### src/sv/cdq_pkg.sv
// shared types and constants for the circular deque with search
`default_nettype none

package cdq_pkg;

  // ring depth; position and occupancy fields are sized to hold it
  localparam int DEPTH    = 16;

  localparam int KIND_W   = 3;
  localparam int VALUE_W  = 32;
  localparam int STATUS_W = 2;
  localparam int POS_W    = 5;
  localparam int OCC_W    = 5;
  localparam int TDATA_W  = 48;
  localparam int PAD_W    = TDATA_W - VALUE_W - POS_W - OCC_W;

  localparam logic [KIND_W-1:0] KIND_PUSH_FRONT = 3'd0;
  localparam logic [KIND_W-1:0] KIND_PUSH_BACK  = 3'd1;
  localparam logic [KIND_W-1:0] KIND_POP_FRONT  = 3'd2;
  localparam logic [KIND_W-1:0] KIND_POP_BACK   = 3'd3;
  localparam logic [KIND_W-1:0] KIND_SEARCH     = 3'd4;

  localparam logic [STATUS_W-1:0] ST_OK       = 2'd0;
  localparam logic [STATUS_W-1:0] ST_EMPTY    = 2'd1;
  localparam logic [STATUS_W-1:0] ST_FULL     = 2'd2;
  localparam logic [STATUS_W-1:0] ST_NOTFOUND = 2'd3;

  typedef enum logic [4:0] {
    S_IDLE = 5'b00001,
    S_EXEC = 5'b00010,
    S_READ = 5'b00100,
    S_SRCH = 5'b01000,
    S_DONE = 5'b10000
  } cdq_state_t;

  // controller to datapath
  typedef struct packed {
    logic load;
    logic rd_en;
    logic push;
    logic pop_commit;
    logic srch_step;
    logic res_plain;
    logic emit;
  } cdq_cmd_t;

  // datapath to controller
  typedef struct packed {
    logic is_push;
    logic is_pop;
    logic is_search;
    logic full;
    logic empty;
    logic hit;
    logic last;
    logic out_free;
  } cdq_stat_t;

endpackage

`default_nettype wire

### src/sv/cdq_ram.sv
// generic single-write, single-read memory with registered read data
`default_nettype none

module cdq_ram #(
  parameter int WIDTH = 32,
  parameter int DEPTH = 16
) (
  input  wire logic                     clk,
  input  wire logic                     we,
  input  wire logic [$clog2(DEPTH)-1:0] waddr,
  input  wire logic [WIDTH-1:0]         wdata,
  input  wire logic                     re,
  input  wire logic [$clog2(DEPTH)-1:0] raddr,
  output logic      [WIDTH-1:0]         rdata
);

  logic [WIDTH-1:0] mem [DEPTH];

  always_ff @(posedge clk) begin
    if (we) begin
      mem[waddr] <= wdata;
    end
    if (re) begin
      rdata <= mem[raddr];
    end
  end

endmodule

`default_nettype wire

### src/sv/cdq_ctrl.sv
// controller state machine for the circular deque
`default_nettype none

module cdq_ctrl
  import cdq_pkg::*;
(
  input  wire logic      clk,
  input  wire logic      rst,
  input  wire logic      s_tvalid,
  output logic           s_tready,
  input  wire cdq_stat_t stat,
  output cdq_cmd_t       cmd
);

  cdq_state_t state, state_next;

  always_ff @(posedge clk) begin
    if (rst) begin
      state <= S_IDLE;
    end else begin
      state <= state_next;
    end
  end

  assign s_tready = (state == S_IDLE);

  always_comb begin
    state_next = state;
    cmd        = '0;
    unique case (state)
      S_IDLE: begin
        if (s_tvalid) begin
          cmd.load   = 1'b1;
          state_next = S_EXEC;
        end
      end
      S_EXEC: begin
        if (stat.is_pop && !stat.empty) begin
          cmd.rd_en  = 1'b1;
          state_next = S_READ;
        end else if (stat.is_search && !stat.empty) begin
          cmd.rd_en  = 1'b1;
          state_next = S_SRCH;
        end else begin
          // pushes, refused items and unused kinds finish here
          cmd.res_plain = 1'b1;
          cmd.push      = stat.is_push && !stat.full;
          state_next    = S_DONE;
        end
      end
      S_READ: begin
        cmd.pop_commit = 1'b1;
        state_next     = S_DONE;
      end
      S_SRCH: begin
        cmd.srch_step = 1'b1;
        cmd.rd_en     = 1'b1;
        if (stat.hit || stat.last) begin
          state_next = S_DONE;
        end
      end
      S_DONE: begin
        if (stat.out_free) begin
          cmd.emit   = 1'b1;
          state_next = S_IDLE;
        end
      end
      default: begin
        state_next = S_IDLE;
      end
    endcase
  end

  a_accept_to_exec: assert property (@(posedge clk) disable iff (rst)
    (s_tvalid && s_tready) |=> (state == S_EXEC))
    else $error("accepted request did not enter execution");

  a_search_ends: assert property (@(posedge clk) disable iff (rst)
    (state == S_SRCH && (stat.hit || stat.last)) |=> (state == S_DONE))
    else $error("search did not finish on match or last entry");

  a_one_cmd_emit: assert property (@(posedge clk) disable iff (rst)
    cmd.emit |-> (stat.out_free && !cmd.load && !cmd.push))
    else $error("result emitted into a busy output register");

endmodule

`default_nettype wire

### src/sv/cdq_dpath.sv
// datapath: ring pointers, entry store, search compare and output register
`default_nettype none

module cdq_dpath
  import cdq_pkg::*;
(
  input  wire logic                clk,
  input  wire logic                rst,
  input  wire cdq_cmd_t            cmd,
  output cdq_stat_t                stat,
  input  wire logic [KIND_W-1:0]   in_kind,
  input  wire logic [VALUE_W-1:0]  in_value,
  output logic                     m_tvalid,
  input  wire logic                m_tready,
  output logic [TDATA_W-1:0]       m_tdata,
  output logic [STATUS_W-1:0]      m_tuser
);

  localparam int AW = $clog2(DEPTH);
  localparam int CW = $clog2(DEPTH + 1);
  localparam int SW = CW + 1;

  // base plus offset, wrapped into the ring; offset never exceeds the depth
  function automatic logic [AW-1:0] ring(input logic [AW-1:0] base,
                                         input logic [CW-1:0] off);
    logic [SW-1:0] s;
    s = SW'(base) + SW'(off);
    if (s >= SW'(DEPTH)) begin
      s = s - SW'(DEPTH);
    end
    return s[AW-1:0];
  endfunction

  logic [KIND_W-1:0]   kind;
  logic [VALUE_W-1:0]  value;
  logic [AW-1:0]       front;
  logic [CW-1:0]       count;
  logic [CW-1:0]       cmp_idx;
  logic [STATUS_W-1:0] res_status;
  logic [VALUE_W-1:0]  res_value;
  logic [CW-1:0]       res_pos;
  logic [VALUE_W-1:0]  out_value;
  logic [POS_W-1:0]    out_pos;
  logic [OCC_W-1:0]    out_occ;
  logic [STATUS_W-1:0] out_status;

  logic [AW-1:0]       front_m1;
  logic [AW-1:0]       wr_addr;
  logic [AW-1:0]       rd_addr;
  logic [CW-1:0]       rd_off;
  logic [VALUE_W-1:0]  rdata;

  assign front_m1 = (front == '0) ? AW'(DEPTH - 1) : front - AW'(1);
  assign wr_addr  = (kind == KIND_PUSH_FRONT) ? front_m1 : ring(front, count);
  // search fetches one entry ahead of the compare
  assign rd_off   = cmd.srch_step ? cmp_idx + CW'(1) :
                    (kind == KIND_POP_BACK) ? count - CW'(1) : '0;
  assign rd_addr  = ring(front, rd_off);

  cdq_ram #(
    .WIDTH (VALUE_W),
    .DEPTH (DEPTH)
  ) u_store (
    .clk   (clk),
    .we    (cmd.push),
    .waddr (wr_addr),
    .wdata (value),
    .re    (cmd.rd_en),
    .raddr (rd_addr),
    .rdata (rdata)
  );

  always_comb begin
    stat           = '0;
    stat.is_push   = (kind == KIND_PUSH_FRONT) || (kind == KIND_PUSH_BACK);
    stat.is_pop    = (kind == KIND_POP_FRONT) || (kind == KIND_POP_BACK);
    stat.is_search = (kind == KIND_SEARCH);
    stat.full      = (count == CW'(DEPTH));
    stat.empty     = (count == '0);
    stat.hit       = (rdata == value);
    stat.last      = (cmp_idx == count - CW'(1));
    stat.out_free  = !m_tvalid || m_tready;
  end

  always_ff @(posedge clk) begin
    if (rst) begin
      front    <= '0;
      count    <= '0;
      m_tvalid <= 1'b0;
    end else begin
      if (cmd.push) begin
        count <= count + CW'(1);
        if (kind == KIND_PUSH_FRONT) begin
          front <= front_m1;
        end
      end
      if (cmd.pop_commit) begin
        count <= count - CW'(1);
        if (kind == KIND_POP_FRONT) begin
          front <= ring(front, CW'(1));
        end
      end
      if (cmd.emit) begin
        m_tvalid <= 1'b1;
      end else if (m_tready) begin
        m_tvalid <= 1'b0;
      end
    end
  end

  always_ff @(posedge clk) begin
    if (cmd.load) begin
      kind    <= in_kind;
      value   <= in_value;
      cmp_idx <= '0;
    end
    if (cmd.res_plain) begin
      res_value <= '0;
      res_pos   <= '0;
      if (stat.is_push && stat.full) begin
        res_status <= ST_FULL;
      end else if ((stat.is_pop || stat.is_search) && stat.empty) begin
        res_status <= ST_EMPTY;
      end else begin
        res_status <= ST_OK;
      end
    end
    if (cmd.pop_commit) begin
      res_status <= ST_OK;
      res_value  <= rdata;
      res_pos    <= '0;
    end
    if (cmd.srch_step) begin
      res_value <= '0;
      if (stat.hit) begin
        res_status <= ST_OK;
        res_pos    <= cmp_idx + CW'(1);
      end else begin
        res_status <= ST_NOTFOUND;
        res_pos    <= '0;
        cmp_idx    <= cmp_idx + CW'(1);
      end
    end
    if (cmd.emit) begin
      out_status <= res_status;
      out_value  <= res_value;
      out_pos    <= POS_W'(res_pos);
      out_occ    <= OCC_W'(count);
    end
  end

  assign m_tdata = {{PAD_W{1'b0}}, out_occ, out_pos, out_value};
  assign m_tuser = out_status;

  a_count_bound: assert property (@(posedge clk) disable iff (rst)
    count <= CW'(DEPTH))
    else $error("entry count beyond depth");

  a_push_grows: assert property (@(posedge clk) disable iff (rst)
    cmd.push |=> (count == $past(count) + CW'(1)))
    else $error("push did not raise the entry count");

  a_pop_shrinks: assert property (@(posedge clk) disable iff (rst)
    cmd.pop_commit |=> (count == $past(count) - CW'(1)))
    else $error("pop did not lower the entry count");

endmodule

`default_nettype wire

### src/sv/circular_deque_with_search.sv
// double-ended queue over a ring buffer, with a linear search from the front
//
// usage: each request on the s_ side carries a kind in s_tuser (push front,
// push back, pop front, pop back, search) and a value in s_tdata. exactly one
// result leaves on the m_ side: status in m_tuser, and in m_tdata the popped
// value, the 1-based match position and the occupancy after the request.
// one request is worked on at a time; s_tready is high only while idle.
// a push, a refused request or an unused kind goes straight to its result; a pop
// adds one registered read of the entry store; a search reads the store one
// entry a cycle and stops at the first match or at the last entry. the block
// returns to its idle state after each result, before the next acceptance.
// the result sits in an output register; if the receiver stalls, the block
// finishes the next request and waits in its done state until the register
// drains. reset clears the pointers, the count and the output valid; store
// contents are not cleared and no clearing pass is needed.
`default_nettype none

module circular_deque_with_search
  import cdq_pkg::*;
(
  input  wire logic                clk,
  input  wire logic                rst,
  input  wire logic                s_tvalid,
  output logic                     s_tready,
  input  wire logic [VALUE_W-1:0]  s_tdata,   // [31:0] value
  input  wire logic [KIND_W-1:0]   s_tuser,   // [2:0] kind
  output logic                     m_tvalid,
  input  wire logic                m_tready,
  output logic [TDATA_W-1:0]       m_tdata,   // [31:0] result_value, [36:32] position,
                                              // [41:37] occupancy, [47:42] zero
  output logic [STATUS_W-1:0]      m_tuser    // [1:0] status
);

  cdq_cmd_t  cmd;
  cdq_stat_t stat;

  cdq_ctrl u_ctrl (
    .clk      (clk),
    .rst      (rst),
    .s_tvalid (s_tvalid),
    .s_tready (s_tready),
    .stat     (stat),
    .cmd      (cmd)
  );

  cdq_dpath u_dpath (
    .clk      (clk),
    .rst      (rst),
    .cmd      (cmd),
    .stat     (stat),
    .in_kind  (s_tuser),
    .in_value (s_tdata),
    .m_tvalid (m_tvalid),
    .m_tready (m_tready),
    .m_tdata  (m_tdata),
    .m_tuser  (m_tuser)
  );

endmodule

`default_nettype wire
### config.mk
export PLATFORM = sky130hd
export DESIGN_NAME = circular_deque_with_search
export DESIGN_NICKNAME = d
export VERILOG_FILES = /design/src/sv/cdq_pkg.sv /design/src/sv/cdq_ram.sv /design/src/sv/cdq_ctrl.sv /design/src/sv/cdq_dpath.sv /design/src/sv/circular_deque_with_search.sv
export SDC_FILE = /design/constraint.sdc
export NUM_CORES = 1
export LEC_CHECK = 0
export BUFFER_PORTS_ARGS = -buffer_cell sky130_fd_sc_hd__buf_2
export CAP_MARGIN = 15
export CORE_MARGIN = 1
export CORE_UTILIZATION = 40
export CTS_CLUSTER_DIAMETER = 40
export DETAILED_ROUTE_END_ITERATION = 8
export GPL_TIMING_DRIVEN = 0
export SYNTH_ARGS = -nofsm -noshare
export SYNTH_HDL_FRONTEND = slang
export SYNTH_SLANG_ARGS = --single-unit
### constraint.sdc
create_clock -name clk -period 7.1 [get_ports clk]
set_input_delay 1.42 -clock clk [delete_from_list [all_inputs] [get_ports clk]]
set_output_delay 1.42 -clock clk [all_outputs]
set_load 0.005 [all_outputs]
==> results of run 1 <==
## layer usage
metal,wire (µm),vias to the layer above,part of all wire [%]
met2,29300,394,49
met1,25900,6800,43
met5,0,-,0
met3,3270,77,5.5
li1,-,5594,-
met4,1210,0,2.0
## report_power, final
part | total, mW | switching [mW] | internal, mW
clock | 4.77 | 1.79 | 2.98
sequential | 4.51 | 0.0696 | 4.44
combinational | 0.353 | 0.194 | 0.158
total | 9.63 | 2.06 | 7.57
## sequential cells by signal, indices dropped and copies added (netlist names)
signal,cells
u_dpath.u_store.mem,512
u_dpath.out_value,32
u_dpath.res_value,32
u_dpath.u_store.rdata,32
u_dpath.value,32
u_ctrl.state,5
u_dpath.cmp_idx,5
u_dpath.count,5
u_dpath.out_occ,5
u_dpath.out_pos,5
u_dpath.res_pos,5
u_dpath.front,4
u_dpath.kind,3
u_dpath.m_tuser,2
u_dpath.res_status,2
u_dpath.m_tvalid,1
## synthesized netlist by cell type, types with 2 or more instances
cell,n
nor3b_1,2
buf_1,3
mux2i_1,100
xor2_1,40
nand3_1,9
inv_1,13
and2_1,3
nor3_2,2
a21oi_1,10
o41ai_1,2
nand4_1,4
o21ai_0,4
buf_4,6
or2_2,2
o211ai_1,4
a21o_1,6
edfxtp_1,630
dfxtp_1,52
clkbuf_1,19
buf_2,25
a31oi_1,6
buf_6,9
or3_1,3
o31ai_1,2
nor3_1,20
fa_1,2
nand3b_1,4
nand2b_1,3
nor2b_1,4
nand2_1,17
o21ai_1,2
a22o_1,32
nor2_1,22
xnor2_1,9
mux4_2,128
nor4_1,10
ha_1,12
## final timing paths
kind,to,slack [ns],cells past startpoint
setup reg to reg,u_dpath.u_store.rdata[28],2.57,11
hold reg to reg,u_dpath.out_pos[1],0.42,0
setup / recovery,u_dpath.u_store.rdata[28],2.57,11
hold / removal,u_dpath.out_pos[1],0.42,0
## final cells by class
class,count,share of cell area (%)
sequential,682,63.1
multi-input combinational,496,18.9
clock buffer,115,8.01
tap,855,3.38
timing repair buffer,125,3.08
clock inverter,62,2.28
buffer,62,1.12
inverter,14,0.166
## cell usage in the layout (no fill, tap or decap), types with 7 or more instances in the layout
cell type | synthesis | routed
clkbuf_16 | 0 | 96
a21oi_1 | 10 | 10
buf_4 | 6 | 7
nand3_1 | 9 | 9
bufinv_16 | 0 | 11
edfxtp_1 | 630 | 630
buf_6 | 9 | 38
nor4_1 | 10 | 10
nor2_1 | 22 | 14
clkbuf_1 | 19 | 32
clkinv_4 | 0 | 8
buf_2 | 25 | 109
xnor2_1 | 9 | 9
buf_12 | 0 | 11
nor3_1 | 20 | 12
inv_6 | 0 | 13
clkinv_2 | 0 | 12
mux2i_1 | 100 | 100
dfxtp_1 | 52 | 52
nor2_4 | 1 | 9
mux4_2 | 128 | 128
nor3_2 | 2 | 10
clkinvlp_4 | 0 | 9
inv_1 | 13 | 12
a22o_1 | 32 | 32
ha_1 | 12 | 12
nand2_1 | 17 | 17
xor2_1 | 40 | 40
## worst max-delay path, stage by stage, from the launching register on
cell and delay [ns]:
edfxtp_1 0.53, nand3b_1 0.22, a31o_2 0.26, o22ai_1 0.20, ha_1 0.20, inv_1 0.06
fa_1 0.52, clkbuf_1 0.67, clkbuf_1 0.80, mux4_2 0.41, mux2i_1 0.26, mux2i_1 0.11
## cells by family (layout without fill, tap and decap cells)
kind of cell / after synthesis / after routing
DFF: 682 / 682
muxes: 228 / 228
and+or+nand+nor: 116 / 116
AOI/OAI and AO/OA: 80 / 80
buffers and inverters: 76 / 378
xor gates and xnor gates: 52 / 52
adders and majority gates: 14 / 14
other: 1 / 6
## metrics by stage
step	total power [mW]	TNS (ns)	hold slack (ns)	setup slack [ns]
finish	9.63	0	0.417	2.57
global route	9.91	0	0.426	2.31
CTS	9.72	0	0.417	2.57
detailed placement	4.95	0	0.405	2.53
global placement	4.93	-35.33	0.404	-0.288
floorplan	4.80	0	0.400	2.69
==> out/results.txt, run 1 <==
PortBufs: 84
Post-CTS Hold Fix Bufs: 0
Critical path peak fanout: 10
Global Route Usage Sum: 18.2%
Post-synthesis cell area: 26,200 µm²
H-Tree Depth: 3
CTS Buffer Depth: 3
Critical Path Start: u_dpath.kind[2]
Hold path start: u_dpath.res_pos[1]
FF+latch area: 20,000 µm²
Peak supply drop: 0.173 mV
CP Launch Type: register
Combinational family with the most area after synthesis: multiplexers
Pwr dens: 304 nW/µm²
Clock sinks: 682
Placed Instance Area: 28,400 µm²
CTS resizes: 0
Fill cell count: 5,229
RSZ-0062 raised after global routing: false
Hold Path Class: reg -> reg
Outcome: finished, final reports clean
Asr flop ratio synth: 0%
Starting density of the core: 40.6%
Avg WL per Cell: 24.7 µm
Largest cells by area after synthesis: edfxtp_1 72%, mux4_2 11%, dfxtp_1 4.0%
Layout net count: 1,529
Synth Area in Compound Gates: 2.37%
Placed cells: 2,234
Layout Utilization: 49.0%
CP endpoint kind: register
Leading area contributor after synthesis: edfxtp_1
ANT nets after route: 0
Inserted Clock Buffers: 95
Max-cap violations: 0
Die Area: 66,500 µm²
Die Width: 258 µm
Rel. slew slack: 24.4%
Post-Synth Simple-Gate Area: 2.47%
Synth top area share: 72.2%
Final Setup Violations: 0
Clk pin slew, worst setup/hold paths: 0.05 ns
Root buf cell: clkbuf_16
FP Rows: 93
Synth Flop Type: edfxtp_1
Syn-to-layout area delta: 20.7%
Layout cell share with drive strength beyond 1: 31.2%
Seq/Total Area, Yosys: 76.2%
WP data required: 7.48 ns
Core area: 64,600 µm²
GR Util met3: 3.20%
Crit Path Class: reg -> reg
Area share of xor/xnor cells in the synthesized design: 1.87%
CTS tree: built
I/O pin total: 91
Synth Area in Adders: 0.726%
Post-CTS setup buffers: 0
First-pass GRT wire length: 87.3 mm
Initial antenna violation count: 1
Dpl hpwl: 38.7 mm
Crit path arrival time: 4.91 ns
Multi-input logic area: 5970 µm²
GP Congestion: 0.812
Met2 Usage GRT: 29.6%
Die H: 258 µm
Post-route cell area: 31,600 µm²
Cell count after synthesis: 1,249
Drt drc: 0
Final cell count without fillers: 2,411
First drt pass iteration count: 5
Fin. max-slew vios: 0
Min Tclk post-route: 4.53 ns
Total gr overflow: 0
Clock Latency Late Sink: 0.65 ns
Largest net degree at the start of global routing: 26
Routed via count: 12,865
Cell variety after synth: 65
Actual slew at the worst max-slew pin: 1.13 ns
Vias per inst: 5.34
# diodes: 0
Seq cells post-synth: 682
GR Util met1: 24.9%
Number of synthesized flops with an enable pin: 630
Number of global-route vias before repair: 13,205
Fin crit share: 63.8%
FF-to-FF Start: u_dpath.kind[2]
Initial drt markers: 1,111
Ys Warns: 0
Fmax: 221 MHz
Final Hold Vio Count: 0
P_leak: 10.9 nW
Post-Route WL: 59.7 mm
Grt peak-use layer: met2
Syn Area/Cell: 21.0 µm²
Mux cell area share after synthesis: 14.8%
Clock Skews: 0.0223 ns
No activity file was read; power rests on OpenSTA's default activity.
==> inputs of run 2 (changes only) <==
clock period = 4.2 ns   (was 7.1 ns; I/O delays follow)
==> run 2 against run 1 <==
Worst hold slack lost 0.051 ns; count of clock-buffer cells in the layout is the same; first-iteration DRC count shrank 1.2%; maximum frequency grew 14%; final area is essentially flat; clock skew grew 0.0029 ns; worst setup slack lost 2.3 ns; flip-flop and latch count is the same; critical path depth shrank 1; via count grew 0.14%; critical endpoint is now u_dpath.u_store.rdata[27]; largest power group unchanged.
==> out/results.txt, run 2 (same netlist as run 1, synthesis figures left out) <==
Starting density of the core: 40.6%
First drt pass iteration count: 5
Layout net count: 1,529
Die Width: 258 µm
CP endpoint kind: register
Inserted Clock Buffers: 95
Crit Path Class: reg -> reg
CTS tree: built
Initial antenna violation count: 1
Root buf cell: clkbuf_16
Drt drc: 0
I/O pin total: 91
Rel. slew slack: 25.4%
Overall power: 16.3 mW
Layout cell share with drive strength beyond 1: 31.9%
Post-CTS Hold Fix Bufs: 0
Avg WL per Cell: 24.8 µm
Critical path peak fanout: 10
Peak supply drop: 0.294 mV
Outcome: finished, final reports clean
RSZ-0062 raised after global routing: false
CTS Buffer Depth: 3
Most common cell after layout, fill and taps aside: edfxtp_1
Fin. max-slew vios: 0
Min Tclk post-route: 3.97 ns
CP Launch Type: register
Dpl hpwl: 38.7 mm
Routed via count: 12,883
Die H: 258 µm
Worst hold slack: 0.365 ns
Most frequent cells in the layout: 630 x edfxtp_1, 128 x mux4_2, 109 x buf_2, 100 x mux2i_1, 96 x clkbuf_16
Post-Route WL: 59.7 mm
PortBufs: 84
Clock sinks: 682
Actual slew at the worst max-slew pin: 1.11 ns
Final Hold Vio Count: 0
Die Area: 66,500 µm²
Switch Pwr: 3.47 mW
Hold Path Class: in -> reg
Clock Latency Late Sink: 0.65 ns
First-pass GRT wire length: 87.3 mm
WP data required: 4.57 ns
Post-CTS setup buffers: 0
Max reg flops: 512
Fin crit share: 94.5%
ANT nets after route: 0
Net Sw Frac: 21.3%
Global Route Usage Sum: 18.2%
Initial drt markers: 1,098
Largest Register: u_dpath.u_store.mem
Core area: 64,600 µm²
Crit path arrival time: 4.34 ns
FP Rows: 93
Vias per inst: 5.34
Clk pin slew, worst setup/hold paths: 0.06 ns
Final Setup Violations: 0
Largest net degree at the start of global routing: 26
Syn-to-layout area delta: 20.8%
Clock Skews: 0.0251 ns
Fill cell count: 5,232
Total gr overflow: 0
Hold path depth: 1
Flop pwr share: 46.8%
P_leak: 11.0 nW
H-Tree Depth: 3
P_int: 12.8 mW
Clock power frac: 49.5%
Number of global-route vias before repair: 13,208
Pwr dens: 514 nW/µm²
GP Congestion: 0.812
Combinational share of power: 3.7%
# diodes: 0
FF-to-FF path depth: 10
Max-cap violations: 0
Fmax: 252 MHz
run 2: what timing repair did:
| item | in CTS | in global routing |
|---|---|---|
| resized for setup | 9 | 2 |
| setup endpoints to repair | 32 | 10 |
| gates cloned | 0 | 0 |
run 2: critical path, cell delays in order, from the launching register on:
cell	delay, ns
dfxtp_1	0.59
inv_1	0.12
ha_1	0.40
o21ai_0	0.30
inv_1	0.09
fa_1	0.51
clkbuf_2	0.37
clkbuf_1	0.61
mux4_2	0.42
mux2i_1	0.17
mux2i_1	0.11
run 2: final timing paths:
check	from	to	slack, ns
setup / recovery	u_dpath.count[0]	u_dpath.u_store.rdata[27]	0.23
hold / removal	s_tdata[20]	u_dpath.value[20]	0.37
setup reg to reg	u_dpath.count[0]	u_dpath.u_store.rdata[27]	0.23
hold reg to reg	u_dpath.res_pos[1]	u_dpath.out_pos[1]	0.42
run 2: power groups by stage:
| stage | sequential [mW] | combinational, mW | clock, mW |
|---|---|---|---|
| 2_1_floorplan | 7.71 | 0.407 | 0 |
| 3_3_place_gp | 7.75 | 0.585 | 0 |
| 3_5_place_dp | 7.76 | 0.604 | 0 |
| 4_1_cts | 7.62 | 0.607 | 8.20 |
| 5_1_grt | 7.63 | 0.641 | 8.49 |
| 6_report | 7.62 | 0.596 | 8.05 |
run 2: layout make-up:
class,count,area [µm²],area share (%)
inverters,14,52.6,0.166
clock buffers,115,2530,8.01
repair buffers,125,975,3.08
flip-flops and latches,682,20000,63.1
plain buffers,62,367,1.16
clock inverters,62,721,2.28
multi-input cells,496,5970,18.9
well taps,855,1070,3.38
run 2: metal layers:
layer	up-vias	GRT usage (%)	wire length, µm
met1	6814	24.9	26100
li1	5596	-	-
met5	-	0	0
met4	0	5.72	1120
met3	77	3.26	3140
met2	396	29.7	29300
run 2: stage by stage:
| step | cell area [µm²] | instances | setup TNS (ns) | setup slack, ns | utilization, % |
|---|---|---|---|---|---|
| after floorplan | 26200 | 1254 | -26.71 | -0.209 | - |
| after CTS | 31600 | 2411 | 0 | 0.141 | 49.0 |
| after global routing | 31700 | 2411 | 0 | 0.00124 | 49.0 |
| after detailed placement | 28400 | 2234 | -7.57 | -0.370 | 44.0 |
| after global placement | 27700 | 2193 | -1293.13 | -3.19 | 42.9 |
| final | 31700 | 2411 | 0 | 0.231 | 49.0 |
==> inputs of run 3 (changes only) <==
SYNTH_HIERARCHICAL = 1   (was not set)
==> run 3 against run 2 <==
Area after synthesis decreased by 1.7%; total power increased by 2.3%; combinational power decreased by 11%; largest cell class unchanged.
==> out/results.txt, run 3 <==
Dominant cell by count in the synthesized netlist: edfxtp_1
Initial drt markers: 1,177
Drt drc: 0
Final Setup Violations: 0
Slowest cell delay on critical path: 0.51 ns
Final Hold Vio Count: 0
Cell mode on critical path: buf_2
Peak supply drop: 0.335 mV
Starting density of the core: 40.7%
GP Congestion: 0.776
Most frequent cells in the layout: 630 x edfxtp_1, 128 x mux4_2, 99 x clkbuf_16, 96 x buf_2, 65 x a22oi_1
Core area: 63,300 µm²
Pwr dens: 524 nW/µm²
Inserted Clock Buffers: 97
Seq/Total Area, Yosys: 77.5%
Total gr overflow: 0
GR Util met1: 26.3%
CP max-delay cell: fa_1
Critical Path, Cell by Cell: nor2_1, and3_1, clkbuf_2, inv_1, nand3_1, o22ai_1, ha_1, fa_1, buf_2, buf_2, mux4_2, a22oi_1, nand2_1
Routed via count: 13,057
First drt pass iteration count: 5
Layout cell share with drive strength beyond 1: 33.3%
Initial antenna violation count: 0
H-Tree Depth: 3
Crit path max-delay family: buffers and inverters
Number of synthesized flops with an enable pin: 630
Hold path depth: 1
Vias per inst: 5.40
CTS tree: built
Critical Path Stages: 13
I/O pin total: 91
Commonest cells in the netlist: 630 x edfxtp_1, 128 x mux4_2, 65 x a22oi_1
FF-to-FF path depth: 13
Outcome: finished, final reports clean
FP Rows: 92
Min Tclk post-route: 3.98 ns
Clock Latency Late Sink: 0.64 ns
Clock sinks: 682
Syn Area/Cell: 20.6 µm²
Met2 Usage GRT: 30.5%
Fin. max-slew vios: 0
Post-Route WL: 61.1 mm
P_leak: 10.4 nW
Layout net count: 1,538
ANT nets after route: 0
CTS Buffer Depth: 3
Die Width: 256 µm
Max reg flops: 512
Die H: 256 µm
Largest net degree at the start of global routing: 42
Fin crit share: 94.8%
PortBufs: 84
Rel. slew slack: 23.5%
CP Launch Type: register
Syn-to-layout area delta: 23.3%
FF+latch area: 20,000 µm²
First-pass GRT wire length: 90.2 mm
Hold Path Class: in -> reg
Dpl hpwl: 38.3 mm
Avg WL per Cell: 25.3 µm
Die Area: 65,400 µm²
Synth top area share: 73.5%
Seq cells post-synth: 682
Crit path arrival time: 4.35 ns
WP data required: 4.57 ns
Crit Path Class: reg -> reg
Critical path peak fanout: 10
Synth Flop Type: edfxtp_1
Actual slew at the worst max-slew pin: 1.12 ns
# diodes: 0
Largest Register: u_dpath/u_store/mem
Leading area contributor after synthesis: edfxtp_1
Number of global-route vias before repair: 13,493
GR Util met3: 4.08%
Worst path buffer plus inverter count: 4
Global Route Usage Sum: 18.9%
Ys Warns: 6
Post-synthesis cell area: 25,700 µm²
Final setup TNS: 0 ns
Cell variety after synth: 55
Cell count after synthesis: 1,249
Fmax: 251 MHz
Layout Utilization: 50.2%
Fill cell count: 5,083
Clock Skews: 0.0242 ns
Root buf cell: clkbuf_16
Max-cap violations: 0
Clk pin slew, worst setup/hold paths: 0.06 ns
Multi-input logic area: 5650 µm²
Largest cells by area after synthesis: edfxtp_1 73%, mux4_2 11%, dfxtp_1 4.0%
Grt peak-use layer: met2
Most common cell after layout, fill and taps aside: edfxtp_1
Asr flop ratio synth: 0%
CP endpoint kind: register
Overall power: 16.6 mW
run 3: changes by cell type after synthesis, moves of 6 or more:
cell,previous run,this run
mux2i_1,100,3
a22oi_1,1,65
nand2_1,17,51
buf_2,25,7
nor2_1,22,34
clkbuf_1,19,30
nor3_1,20,10
buf_4,6,15
buf_6,9,0
buf_1,3,10
nor2b_1,4,10
xnor2_1,9,15
run 3: cell type report:
class | instances | area share [%]
well taps | 846 | 3.33
clock buffers | 105 | 7.90
repair buffers | 133 | 3.93
flip-flops and latches | 682 | 62.8
plain buffers | 62 | 1.07
clock inverters | 79 | 3.00
inverters | 11 | 0.130
multi-input cells | 499 | 17.8
run 3: repair_timing:
item | CTS | global route
hold buffers | 0 | 0
hold endpoints to repair | 0 | 0
endpoints found under the setup margin | 475 | 423
resized for setup | 26 | 28
pin swaps | 10 | 6
setup buffers | 15 | 7
run 3: kinds of logic after synthesis:
family                     Yosys count  synth area share (%)
DFF                                682                  77.5
and+or+nand+nor                    159                  3.21
muxes                              135                  11.5
AOI/OAI and AO/OA                  131                  3.89
buffers and inverters               73                  1.32
xor gates and xnor gates            55                  1.87
adders and majority gates           13                 0.690
other                                1                0.0146
run 3: metal layers:
layer / routed length [µm] / vias up
li1: - / 5652
met1: 26500 / 6885
met2: 29600 / 440
met3: 3860 / 80
met4: 1080 / 0
met5: 0 / -
run 3: path summary, 6_finish.rpt:
kind | startpoint | end | slack, ns
worst max register to register | u_ctrl/state[0] | u_dpath/u_store/rdata[2] | 0.22
worst min-delay path | s_tdata[2] | u_dpath/value[2] | 0.38
worst min register to register | u_dpath/res_pos[0] | u_dpath/out_pos[0] | 0.42
worst max-delay path | u_ctrl/state[0] | u_dpath/u_store/rdata[2] | 0.22
run 3: per-stage QoR:
step	setup WS [ns]	hold WS, ns	cell area [µm²]	std cells
final	0.220	0.376	31800	2417
after floorplan	-0.367	0.400	25800	1254
after global routing	-0.0201	0.341	31800	2417
after CTS	0.00240	0.343	31700	2410
after detailed placement	-0.531	0.405	28000	2211
after global placement	-2.88	0.404	27300	2184
run 3: power breakdown:
part / leakage, nW / internal, mW / switching, mW
clock network: 1.66 / 5.30 / 3.19
logic: 2.72 / 0.226 / 0.303
registers: 6.04 / 7.50 / 0.121
total: 10.4 / 13.0 / 3.62
run 3: worst register-to-register path: cells and delay by family (launching register included):
| kind | cells | cell delay [ns] |
|---|---|---|
| adders and majority gates | 2 | 0.74 |
| buffers and inverters | 4 | 1.16 |
| and+or+nand+nor | 4 | 0.64 |
| DFF | 1 | 0.37 |
| muxes | 1 | 0.41 |
| AOI/OAI and AO/OA | 2 | 0.39 |
